===== config.mk =====
export PLATFORM = sky130hd
export DESIGN_NAME = dds_frequency_command_writer
export DESIGN_NICKNAME = d
export VERILOG_FILES = /design/src/rtl/dfcw_pkg.sv /design/src/rtl/dfcw_front.sv /design/src/rtl/dfcw_fifo.sv /design/src/rtl/dfcw_back.sv /design/src/rtl/dds_frequency_command_writer.sv
export SDC_FILE = /design/constraint.sdc
export NUM_CORES = 2
export LEC_CHECK = 0
export ABC_CLOCK_PERIOD_IN_PS = 8450
export BUFFER_PORTS_ARGS = -buffer_cell sky130_fd_sc_hd__buf_2
export CORE_MARGIN = 2
export CORE_UTILIZATION = 55
export CTS_CLUSTER_SIZE = 20
export DETAILED_ROUTE_END_ITERATION = 7
export GPL_TIMING_DRIVEN = 0
export HOLD_SLACK_MARGIN = 0.1
export PLACE_DENSITY = 0.73
export SYNTH_ARGS = -nofsm -noshare
export SYNTH_HDL_FRONTEND = slang
export SYNTH_SLANG_ARGS = --single-unit

===== constraint.sdc =====
create_clock -name clk -period 8.45 [get_ports clk]
set_input_delay 0.845 -clock clk [delete_from_list [all_inputs] [get_ports clk]]
set_output_delay 0.845 -clock clk [all_outputs]
set_load 0.02 [all_outputs]

===== src/rtl/dfcw_pkg.sv =====
package dfcw_pkg;

  // Reciprocal of the frequency step, unsigned Q8.32
  localparam logic [63:0] RECIP_Q8_32 = 64'd368934881560;
  localparam logic [7:0]  RECIP_HI    = RECIP_Q8_32[39:32];
  localparam logic [31:0] RECIP_LO    = RECIP_Q8_32[31:0];

  // Tuning word for the start-up frequency, worked out at elaboration
  localparam logic [63:0] INIT_FREQ_HZ = 64'd500;
  localparam logic [63:0] INIT_PROD    = INIT_FREQ_HZ * RECIP_Q8_32;
  localparam logic [31:0] INIT_TW      = INIT_PROD[63:32];

  // Product width: f * hi plus the high half of f * lo
  localparam int WORD_W = 40;

  // Opcodes
  localparam logic OP_SET  = 1'b0;
  localparam logic OP_INIT = 1'b1;

  // Sequence lengths, as the index of the final word
  localparam logic [3:0] SET_LAST  = 4'd3;
  localparam logic [3:0] INIT_LAST = 4'd10;

  // Request queue
  localparam int Q_DEPTH = 4;
  localparam int Q_PTR_W = $clog2(Q_DEPTH);
  localparam int Q_CNT_W = $clog2(Q_DEPTH + 1);

  // Command codes
  localparam logic [15:0] CMD_DEFER_WR    = 16'h3000;
  localparam logic [15:0] CMD_WR          = 16'h2000;
  localparam logic [15:0] CMD_SLEEP_RST   = 16'hF800;
  localparam logic [15:0] CMD_SYNC_SEL    = 16'hB000;
  localparam logic [15:0] CMD_PHASE0_LO   = 16'h1800;
  localparam logic [15:0] CMD_PHASE0_HI   = 16'h0900;
  localparam logic [15:0] CMD_SEL_FREQ    = 16'h5000;
  localparam logic [15:0] CMD_SEL_PHASE   = 16'h4000;
  localparam logic [15:0] CMD_WAKE        = 16'hC000;

  // Initialization word positions
  localparam logic [3:0] IDX_SLEEP_RST = 4'd0;
  localparam logic [3:0] IDX_SYNC_SEL  = 4'd1;
  localparam logic [3:0] IDX_FREQ_B0   = 4'd2;
  localparam logic [3:0] IDX_FREQ_B1   = 4'd3;
  localparam logic [3:0] IDX_FREQ_B2   = 4'd4;
  localparam logic [3:0] IDX_FREQ_B3   = 4'd5;
  localparam logic [3:0] IDX_PHASE_LO  = 4'd6;
  localparam logic [3:0] IDX_PHASE_HI  = 4'd7;
  localparam logic [3:0] IDX_SEL_FREQ  = 4'd8;
  localparam logic [3:0] IDX_SEL_PHASE = 4'd9;
  localparam logic [3:0] IDX_WAKE      = 4'd10;

  // Converted request, front to back
  typedef struct packed {
    logic        opcode;
    logic [31:0] tw;
    logic        sat;
  } dfcw_req_t;

  // Byte k of frequency register 0: even bytes deferred, odd bytes commit
  function automatic logic [15:0] byte_cmd(input logic [31:0] tw, input logic [1:0] k);
    logic [15:0] base;
    logic [7:0]  b;
    base = k[0] ? CMD_WR : CMD_DEFER_WR;
    case (k)
      2'd0:    b = tw[7:0];
      2'd1:    b = tw[15:8];
      2'd2:    b = tw[23:16];
      default: b = tw[31:24];
    endcase
    return base | {6'b0, k, b};
  endfunction

  // Start-up sequence word at a given index
  function automatic logic [15:0] init_cmd(input logic [3:0] idx);
    logic [15:0] w;
    case (idx)
      IDX_SLEEP_RST: w = CMD_SLEEP_RST;
      IDX_SYNC_SEL:  w = CMD_SYNC_SEL;
      IDX_FREQ_B0:   w = byte_cmd(INIT_TW, 2'd0);
      IDX_FREQ_B1:   w = byte_cmd(INIT_TW, 2'd1);
      IDX_FREQ_B2:   w = byte_cmd(INIT_TW, 2'd2);
      IDX_FREQ_B3:   w = byte_cmd(INIT_TW, 2'd3);
      IDX_PHASE_LO:  w = CMD_PHASE0_LO;
      IDX_PHASE_HI:  w = CMD_PHASE0_HI;
      IDX_SEL_FREQ:  w = CMD_SEL_FREQ;
      IDX_SEL_PHASE: w = CMD_SEL_PHASE;
      default:       w = CMD_WAKE;
    endcase
    return w;
  endfunction

endpackage


===== src/rtl/dfcw_front.sv =====
module dfcw_front (
  input  logic                           clk,
  input  logic                           rst_n,
  input  logic                           start,
  output logic                           busy,
  input  logic                           in_opcode,
  input  logic [31:0]                    in_freq_hz,
  input  logic [dfcw_pkg::Q_CNT_W-1:0]   q_count,
  output logic                           push,
  output dfcw_pkg::dfcw_req_t            push_req
);

  logic        v1_r, v1_nxt;
  logic        v2_r, v2_nxt;
  logic        op1_r;
  logic [31:0] f1_r;
  logic [63:0] prod_lo_r;
  dfcw_pkg::dfcw_req_t req_r;

  logic [dfcw_pkg::Q_CNT_W-1:0]  used;
  logic [dfcw_pkg::WORD_W-1:0]   word;
  logic                          accept;

  // Credit check: queued plus in-flight requests must leave a free slot
  assign used   = q_count + dfcw_pkg::Q_CNT_W'(v1_r) + dfcw_pkg::Q_CNT_W'(v2_r);
  assign busy   = (used >= dfcw_pkg::Q_CNT_W'(dfcw_pkg::Q_DEPTH));
  assign accept = start && !busy;

  assign v1_nxt = accept;
  assign v2_nxt = v1_r;

  // Second stage: integer part of f * R, saturate above 32 bits
  assign word = dfcw_pkg::WORD_W'(f1_r) * dfcw_pkg::WORD_W'(dfcw_pkg::RECIP_HI)
              + dfcw_pkg::WORD_W'(prod_lo_r[63:32]);

  always_ff @(posedge clk) begin
    if (!rst_n) begin
      v1_r <= 1'b0;
      v2_r <= 1'b0;
    end else begin
      v1_r <= v1_nxt;
      v2_r <= v2_nxt;
    end
  end

  // First stage: fraction product
  always_ff @(posedge clk) begin
    if (accept) begin
      op1_r     <= in_opcode;
      f1_r      <= in_freq_hz;
      prod_lo_r <= 64'(in_freq_hz) * 64'(dfcw_pkg::RECIP_LO);
    end
  end

  always_ff @(posedge clk) begin
    if (v1_r) begin
      req_r.opcode <= op1_r;
      req_r.sat    <= |word[dfcw_pkg::WORD_W-1:32];
      req_r.tw     <= (|word[dfcw_pkg::WORD_W-1:32]) ? 32'hFFFF_FFFF : word[31:0];
    end
  end

  assign push     = v2_r;
  assign push_req = req_r;

endmodule


===== src/rtl/dfcw_fifo.sv =====
module dfcw_fifo (
  input  logic                           clk,
  input  logic                           rst_n,
  input  logic                           push,
  input  dfcw_pkg::dfcw_req_t            wdata,
  input  logic                           pop,
  output dfcw_pkg::dfcw_req_t            rdata,
  output logic                           empty,
  output logic [dfcw_pkg::Q_CNT_W-1:0]   count
);

  dfcw_pkg::dfcw_req_t mem_r [dfcw_pkg::Q_DEPTH];

  logic [dfcw_pkg::Q_PTR_W-1:0] wr_ptr_r, wr_ptr_nxt;
  logic [dfcw_pkg::Q_PTR_W-1:0] rd_ptr_r, rd_ptr_nxt;
  logic [dfcw_pkg::Q_CNT_W-1:0] cnt_r, cnt_nxt;

  assign wr_ptr_nxt = push ? wr_ptr_r + dfcw_pkg::Q_PTR_W'(1) : wr_ptr_r;
  assign rd_ptr_nxt = pop  ? rd_ptr_r + dfcw_pkg::Q_PTR_W'(1) : rd_ptr_r;
  assign cnt_nxt    = cnt_r + dfcw_pkg::Q_CNT_W'(push) - dfcw_pkg::Q_CNT_W'(pop);

  always_ff @(posedge clk) begin
    if (!rst_n) begin
      wr_ptr_r <= '0;
      rd_ptr_r <= '0;
      cnt_r    <= '0;
    end else begin
      wr_ptr_r <= wr_ptr_nxt;
      rd_ptr_r <= rd_ptr_nxt;
      cnt_r    <= cnt_nxt;
    end
  end

  // Storage; front never pushes into a full queue
  always_ff @(posedge clk) begin
    if (push) begin
      mem_r[wr_ptr_r] <= wdata;
    end
  end

  assign rdata = mem_r[rd_ptr_r];
  assign empty = (cnt_r == '0);
  assign count = cnt_r;

endmodule


===== src/rtl/dfcw_back.sv =====
module dfcw_back (
  input  logic                    clk,
  input  logic                    rst_n,
  input  logic                    q_empty,
  input  dfcw_pkg::dfcw_req_t     q_rdata,
  output logic                    q_pop,
  output logic                    out_valid,
  output logic [15:0]             out_command_word,
  output logic [3:0]              out_word_index,
  output logic                    out_last,
  output logic                    out_saturated
);

  typedef enum logic [1:0] {
    ST_IDLE = 2'b01,
    ST_RUN  = 2'b10
  } seq_state_t;

  seq_state_t          state_r, state_nxt;
  logic [3:0]          idx_r, idx_nxt;
  dfcw_pkg::dfcw_req_t cur_r;

  logic at_last;
  logic load;

  assign at_last = (cur_r.opcode == dfcw_pkg::OP_SET) ? (idx_r == dfcw_pkg::SET_LAST)
                                                       : (idx_r == dfcw_pkg::INIT_LAST);

  // Take the next request when idle or on the final word of the current one
  assign load  = ((state_r == ST_IDLE) || at_last) && !q_empty;
  assign q_pop = load;

  always_comb begin
    state_nxt = state_r;
    idx_nxt   = idx_r;
    case (state_r)
      ST_IDLE: begin
        if (load) begin
          state_nxt = ST_RUN;
          idx_nxt   = '0;
        end
      end
      ST_RUN: begin
        if (load) begin
          idx_nxt = '0;
        end else if (at_last) begin
          state_nxt = ST_IDLE;
        end else begin
          idx_nxt = idx_r + 4'd1;
        end
      end
      default: begin
        state_nxt = ST_IDLE;
      end
    endcase
  end

  always_ff @(posedge clk) begin
    if (!rst_n) begin
      state_r <= ST_IDLE;
      idx_r   <= '0;
    end else begin
      state_r <= state_nxt;
      idx_r   <= idx_nxt;
    end
  end

  always_ff @(posedge clk) begin
    if (load) begin
      cur_r <= q_rdata;
    end
  end

  // Word select
  assign out_valid        = (state_r == ST_RUN);
  assign out_command_word = (cur_r.opcode == dfcw_pkg::OP_SET)
                          ? dfcw_pkg::byte_cmd(cur_r.tw, idx_r[1:0])
                          : dfcw_pkg::init_cmd(idx_r);
  assign out_word_index   = idx_r;
  assign out_last         = at_last;
  assign out_saturated    = (cur_r.opcode == dfcw_pkg::OP_SET) && cur_r.sat;

endmodule


===== src/rtl/dds_frequency_command_writer.sv =====
// Channel  Ports                                                        Handshake
// input    in_opcode, in_freq_hz                                        start & !busy
// result   out_command_word, out_word_index, out_last, out_saturated    out_valid, one cycle
//
// One command word per cycle: a set-frequency request gives 4 words on the
// output, initialization 11; the output sequencer sets that rate.
// A two-stage multiply pipeline and a four-entry queue sit ahead of it, so a
// taken request passes both multiply stages and the queue before its first word.
// busy rises when queued plus in-flight requests fill the queue; reset (synchronous,
// active low) empties pipeline and queue. The receiver cannot stall.
module dds_frequency_command_writer (
  input  logic        clk,
  input  logic        rst_n,
  input  logic        start,
  output logic        busy,
  input  logic        in_opcode,
  input  logic [31:0] in_freq_hz,
  output logic        out_valid,
  output logic [15:0] out_command_word,
  output logic [3:0]  out_word_index,
  output logic        out_last,
  output logic        out_saturated
);

  logic                          push;
  dfcw_pkg::dfcw_req_t           push_req;
  logic                          pop;
  dfcw_pkg::dfcw_req_t           q_rdata;
  logic                          q_empty;
  logic [dfcw_pkg::Q_CNT_W-1:0]  q_count;

  // Request intake and tuning word conversion
  dfcw_front u_front (
    .clk        (clk),
    .rst_n      (rst_n),
    .start      (start),
    .busy       (busy),
    .in_opcode  (in_opcode),
    .in_freq_hz (in_freq_hz),
    .q_count    (q_count),
    .push       (push),
    .push_req   (push_req)
  );

  // Request queue
  dfcw_fifo u_fifo (
    .clk   (clk),
    .rst_n (rst_n),
    .push  (push),
    .wdata (push_req),
    .pop   (pop),
    .rdata (q_rdata),
    .empty (q_empty),
    .count (q_count)
  );

  // Command word sequencer
  dfcw_back u_back (
    .clk              (clk),
    .rst_n            (rst_n),
    .q_empty          (q_empty),
    .q_rdata          (q_rdata),
    .q_pop            (pop),
    .out_valid        (out_valid),
    .out_command_word (out_command_word),
    .out_word_index   (out_word_index),
    .out_last         (out_last),
    .out_saturated    (out_saturated)
  );

endmodule


## After elaboration in Yosys (flattened, before gate mapping)

Memories as Yosys holds them, arrays and structs flattened. A register that Yosys moved wholly into a read port is not among the register bits.
Cells that the tools add are included.

- Bits in read-only memories: 208
- Memory bits (writable): 136
- Word-level logic and storage cells: 66
- Output and inout bits: 24
- Flip-flop bits (word level): 143
- Memories kept: 2

Memories:

| name | depth | width | rd ports | clocked after Yosys merged registers in | wr ports | line | text |
|---|---|---|---|---|---|---|---|
| (no name shown) | 16 | 13 | 1 | 1 | 0 | dfcw_pkg.sv:77 | `case (idx)` |
| u_fifo.mem_r | 4 | 34 | 1 | 1 | 1 | dfcw_fifo.sv:12 | `dfcw_pkg::dfcw_req_t mem_r [dfcw_pkg::Q_DEPTH];` |

- Bitwise gates (word level): 2
- Reduce and logical (&&, ||, !) cells: 12
- Add/subtract/negate cells: 8
- Multiplexer cells: 16
- Multipliers: 2
- Equality and inequality tests: 10
- $lt $le $gt $ge: 1

Operators by type and width:

| kind | number |
|---|---|
| 32-bit by 29-bit multiplier with 61-bit output, second input constant | 1 |
| 39-bit by 32-bit adder with 40-bit output | 1 |
| 32-bit by 7-bit multiplier with 39-bit output, second input constant | 1 |
| 8-bit one-hot mux with 3 select lines | 1 |
| 4-bit two-way mux | 5 |
| 16-bit two-way mux | 1 |
| 16-bit by 10-bit OR with 16-bit output | 1 |
| 13-bit two-way mux | 1 |
| 3-bit by 1-bit adder with 3-bit output | 3 |
| 4-bit one-hot mux with 2 select lines | 1 |
| 8-bit OR reduction | 1 |
| 2-bit two-way mux | 3 |
| 3-bit AND reduction | 2 |
| 2-bit by 1-bit adder with 2-bit output, second input constant | 2 |
| 4-bit by 1-bit adder with 4-bit output, second input constant | 1 |
| 2-bit by 1-bit equality test with 1-bit output, second input constant | 2 |
| 2-bit equality test, second input constant | 2 |
| 4-bit by 2-bit equality test with 1-bit output, second input constant | 1 |
| 4-bit equality test, second input constant | 1 |
| 2-bit inequality test, second input constant | 2 |
| 2-bit one-hot mux with 2 select lines | 1 |
| 3-bit greater-or-equal comparator, second input constant | 1 |
| 1-bit logical AND | 3 |
| 3-bit zero test | 1 |
| other kinds (9) | 12 |

## Depth between registers and ports, before layout

- Depth after elaboration: 8
- Mapped depth: 26

## Hierarchy

A second synthesis with hierarchy kept.

- Cell total of the unflattened synthesis: 2748
- Area total of the unflattened synthesis: 31799.2 um^2

By module, submodules not included:

| module | area each (um^2) | instances | cells an instance |
|---|---|---|---|
| dfcw_front | 24265.8 | 1 | 2351 |
| dfcw_fifo | 5391.4 | 1 | 220 |
| dfcw_back | 2142.1 | 1 | 177 |

## Least setup slack after synthesis

OpenSTA, ideal clock, no wires.

- Path type: input -> register
- Start: input port in_freq_hz[2]
- End: register u_front.prod_lo_r[60], data pin
- Arrival time: 7.057 ns
- Path buffers: 1
- Required time: 8.176 ns
- Path slack: 1.119 ns
- Stages: 26
- Cell sequence: inv_1 -> fa_1 -> inv_1 -> fa_1 -> fa_1 -> inv_1 -> fa_1 -> fa_1 -> inv_1 -> fa_1 -> fa_1 -> inv_1 -> fa_1 -> inv_1 -> ha_1 -> clkbuf_1 -> a21oi_1 -> o21ai_0 -> nor2_1 -> nand2_1 -> o21ai_0 -> o21a_1 -> o221ai_1 -> a21oi_1 -> mux2i_1 -> o2111ai_1

- Cells in the longest elaborated chain, start to end: 1

RTL lines:

| item | line | text |
|---|---|---|
| start: declaration | dds_frequency_command_writer.sv:17 | `input logic [31:0] in_freq_hz,` |
| 32-bit by 29-bit multiplier with 61-bit output | dfcw_front.sv:51 | `prod_lo_r <= 64'(in_freq_hz) * 64'(dfcw_pkg::RECIP_LO);` |
| end signal: assignment | dfcw_front.sv:51 |  |
| end: declaration | dfcw_front.sv:17 | `logic [63:0] prod_lo_r;` |

No other way between the ends.
A chain may end at the register's enable or synchronous reset.

## Final worst setup path

- Start: input port in_freq_hz[4]
- End: register u_front.prod_lo_r[60], data pin

The elaborated chain is that of the path after synthesis.

==> flow_metrics.tcl <==
set metrics [dict create \
    ys_ff_latch 294 \
    cts_buffer_depth 3 \
    worst_slack_ns 0.363 \
    post_synth_inst_count 2806 \
    post_synth_num_cell_types 73 \
    rr_worst_depth 20 \
    drive_gt1_frac 0.0592 \
    synth-async-reset-ratio 0 \
    regToRegSetupSlack_ns 2.34 \
    mappedNetlistArea_sq_mm 0.0318 \
    yosys.cell_count.top_type "inv_1" \
    core-area_sq_mm 0.0574 \
    synth_ff_type "edfxtp_1" \
    cts_num_sinks 294 \
    synth-edff-count 269 \
    period_minus_slack_ns 8.09 \
    timing_hold_violations_final 0 \
    hold_slack_ns 0.431 \
    wire_length_of_the_first_global_routing_pass_um 110000 \
    r2r-end "u_front.push_req[24]" \
    route.vias.total 19600 \
    crit_required_ns 8.71 \
    postRouteWirelength_um 66800 \
    initial_utilization 0.554 \
    rows 88 \
    finalSetupViolations 0 \
    max-cap-violations 0 \
    postSynthAreaPerCell_sq_um 11.3 \
    netlist_top_cells_count "inv_1 (795), ha_1 (483), fa_1 (445)" \
    area_contributors_post_synth "fa_1 (28%), edfxtp_1 (25%), ha_1 (19%)" \
    post-dp-hpwl_um 55100 \
    timing.hold.worst_path_depth 0 \
    cts_buffers 28 \
    seq_area_frac_synth 0.270 \
    max_freq_mhz 124 \
    die-height_um 244 \
    tritoncts_clock_tree "built" \
    area_growth_pct 7.43 \
    cp-end-kind "register" \
    tightest_slew_ns 0.915 \
    r2r-start "u_front.f1_r[9]" \
    cts_max_level 1 \
    wl_per_cell_um 18.1 \
    grt_pass1_vias 21400 \
    stdcell_count 3687 \
    io_pins 60 \
    clk-insertion-delay-late_ns 0.54 \
    setup_tns_ns 0 \
    min-delay-start "u_front.op1_r" \
    fin_nets 3864 \
    timing.clock.skew_ns 0.0122 \
    timing.hold.worst_endpoint "u_front.push_req[33]" \
    path_class "in2reg" \
    first_pass_iters 7 \
    outcome "complete, no violations" \
    cp.arrival_ns 8.35 \
    grt_antenna_before_repair 0 \
    min_period_over_period 0.957 \
    fp.dieArea_sq_mm 0.0597 \
    cts.root.buffer_cell "clkbuf_16" \
    number_of_remaining_drc_errors 0 \
    placement.io_buffers 58 \
    timing.critical_path.fanout_max 11 \
    slew_violations 0 \
    yosysTopAreaCell "fa_1" \
    netlist.area_leader.share 0.280 \
    place.gp.congestion 0.894 \
    ys_warns 0 \
    min_path_type "reg2reg" \
    globalRouteTotalUtil 0.233 \
    placed_instance_count 3635 \
    pre_cts_ws_ns -0.352 \
    mappedNetlistNets 3770 \
    postRouteAntennaNets 0 \
    die_w_um 244 \
    grt_setup_unrepaired "no" \
    grt_start_max_net_pins 46 \
    antenna_cells 0 \
    critical_path.startpoint_type "input port" \
    detail_route.iter0.violations 1109 \
    viasPerCell 5.32 \
    post_cts_clock_slew_at_the_launch_and_capture_registers_of_the_worst_setup_and_hold_paths_ns 0.06 \
    globalRoute.totalOverflow 0 \
    number_of_buffers_added_for_setup_after_cts 0 \
    max_slew_headroom_at_the_worst_pin 0.390 \
]
[worst max-delay path, stage by stage]
cell and delay (ns):
buf_2 0.34, inv_1 0.20, fa_1 0.52, inv_1 0.05
fa_1 0.46, fa_1 0.51, inv_1 0.06, fa_1 0.47
fa_1 0.50, inv_1 0.05, fa_1 0.45, fa_1 0.49
inv_1 0.05, fa_1 0.48, inv_1 0.04, ha_1 0.26
clkbuf_1 0.20, a21oi_1 0.26, o21ai_0 0.17, nor2_1 0.16
nand2_1 0.06, o21ai_0 0.40, o21a_1 0.30, o221ai_1 0.29
a21oi_2 0.33, mux2i_1 0.23, o2111ai_1 0.16
[through the flow]
step	util	instance area [sq um]
floorplan	-	31800
global placement	0.575	33000
detailed placement	0.578	33100
CTS	0.595	34100
global route	0.595	34100
finish	0.595	34100
[logic make-up (layout without fill, tap and decap cells)]
group                      Yosys count  in the layout  share of synthesized area
AOI/OAI and AO/OA                  332            332                     0.0666
xor gates and xnor gates            74             74                     0.0204
adders and majority gates          929            929                      0.471
buffers and inverters              839            955                      0.100
DFF                                294            294                      0.270
muxes                               36             36                     0.0247
other                                1              1                   0.000118
and+or+nand+nor                    301            301                     0.0471
[worst max path at each step]
stage,startpoint,end,cells after the start,slack (ns)
floorplan,in_freq_hz[2],u_front.prod_lo_r[60],26,1.12
global placement,in_freq_hz[12],u_front.prod_lo_r[61],24,-0.33
detailed placement,in_freq_hz[12],u_front.prod_lo_r[61],24,-0.35
CTS,in_freq_hz[12],u_front.prod_lo_r[61],24,0.22
global route,in_freq_hz[4],u_front.prod_lo_r[60],27,0.03
finish,in_freq_hz[4],u_front.prod_lo_r[60],27,0.36
[what timing repair did]
action                     in CTS  in global routing
setup endpoints to repair       0                  3
gates resized for setup         0                  2
hold buffers                    0                  0
[sequential cells by signal, summed over array words and instances, names as in the netlist, named ones only]
register and cells:
u_back.out_word_index 4, u_fifo.wr_ptr_r 2, u_front.push 1, u_front.op1_r 1, u_front.f1_r 32, u_front.prod_lo_r 32, u_front.v1_r 1, u_front.push_req 34
u_fifo.count 3, u_fifo.mem_r 136, u_back.cur_r 34, u_fifo.rd_ptr_r 2, u_back.state_r 2
[placed cells by master, fill, tap and decap left out, drive strengths merged, types with 9 or more instances in the layout]
cell,instances
edfxtp,269
a211oi,14
o21a,10
fa,445
inv,798
ha,483
o31ai,9
nand3,25
nand4,23
o21ai,76
and3,15
dfxtp,25
buf,74
nand2,108
o21bai,15
xnor2,46
a21oi,104
xor2,28
clkbuf,72
o211ai,13
and2,20
nor2b,10
nor3,12
a21o,37
mux4,34
nor2,54
[per-layer routing]
metal | global-route usage | wire length [um]
met5 | 0 | 0
met4 | 0.0488 | 1350
met3 | 0.0235 | 2950
met2 | 0.400 | 32500
met1 | 0.325 | 30000
[cell type report]
cell class | count | area [sq um]
fillers | 4541 | 23200
multi-input cells | 1673 | 20000
repair buffers | 64 | 418
flip-flops and latches | 294 | 8580
clock inverters | 14 | 148
inverters | 795 | 2980
clock buffers | 38 | 821
well taps | 765 | 957
plain buffers | 44 | 191
Power is not shown: default switching activity piles up to over one toggle a cycle in this logic, so the estimate is an artifact.
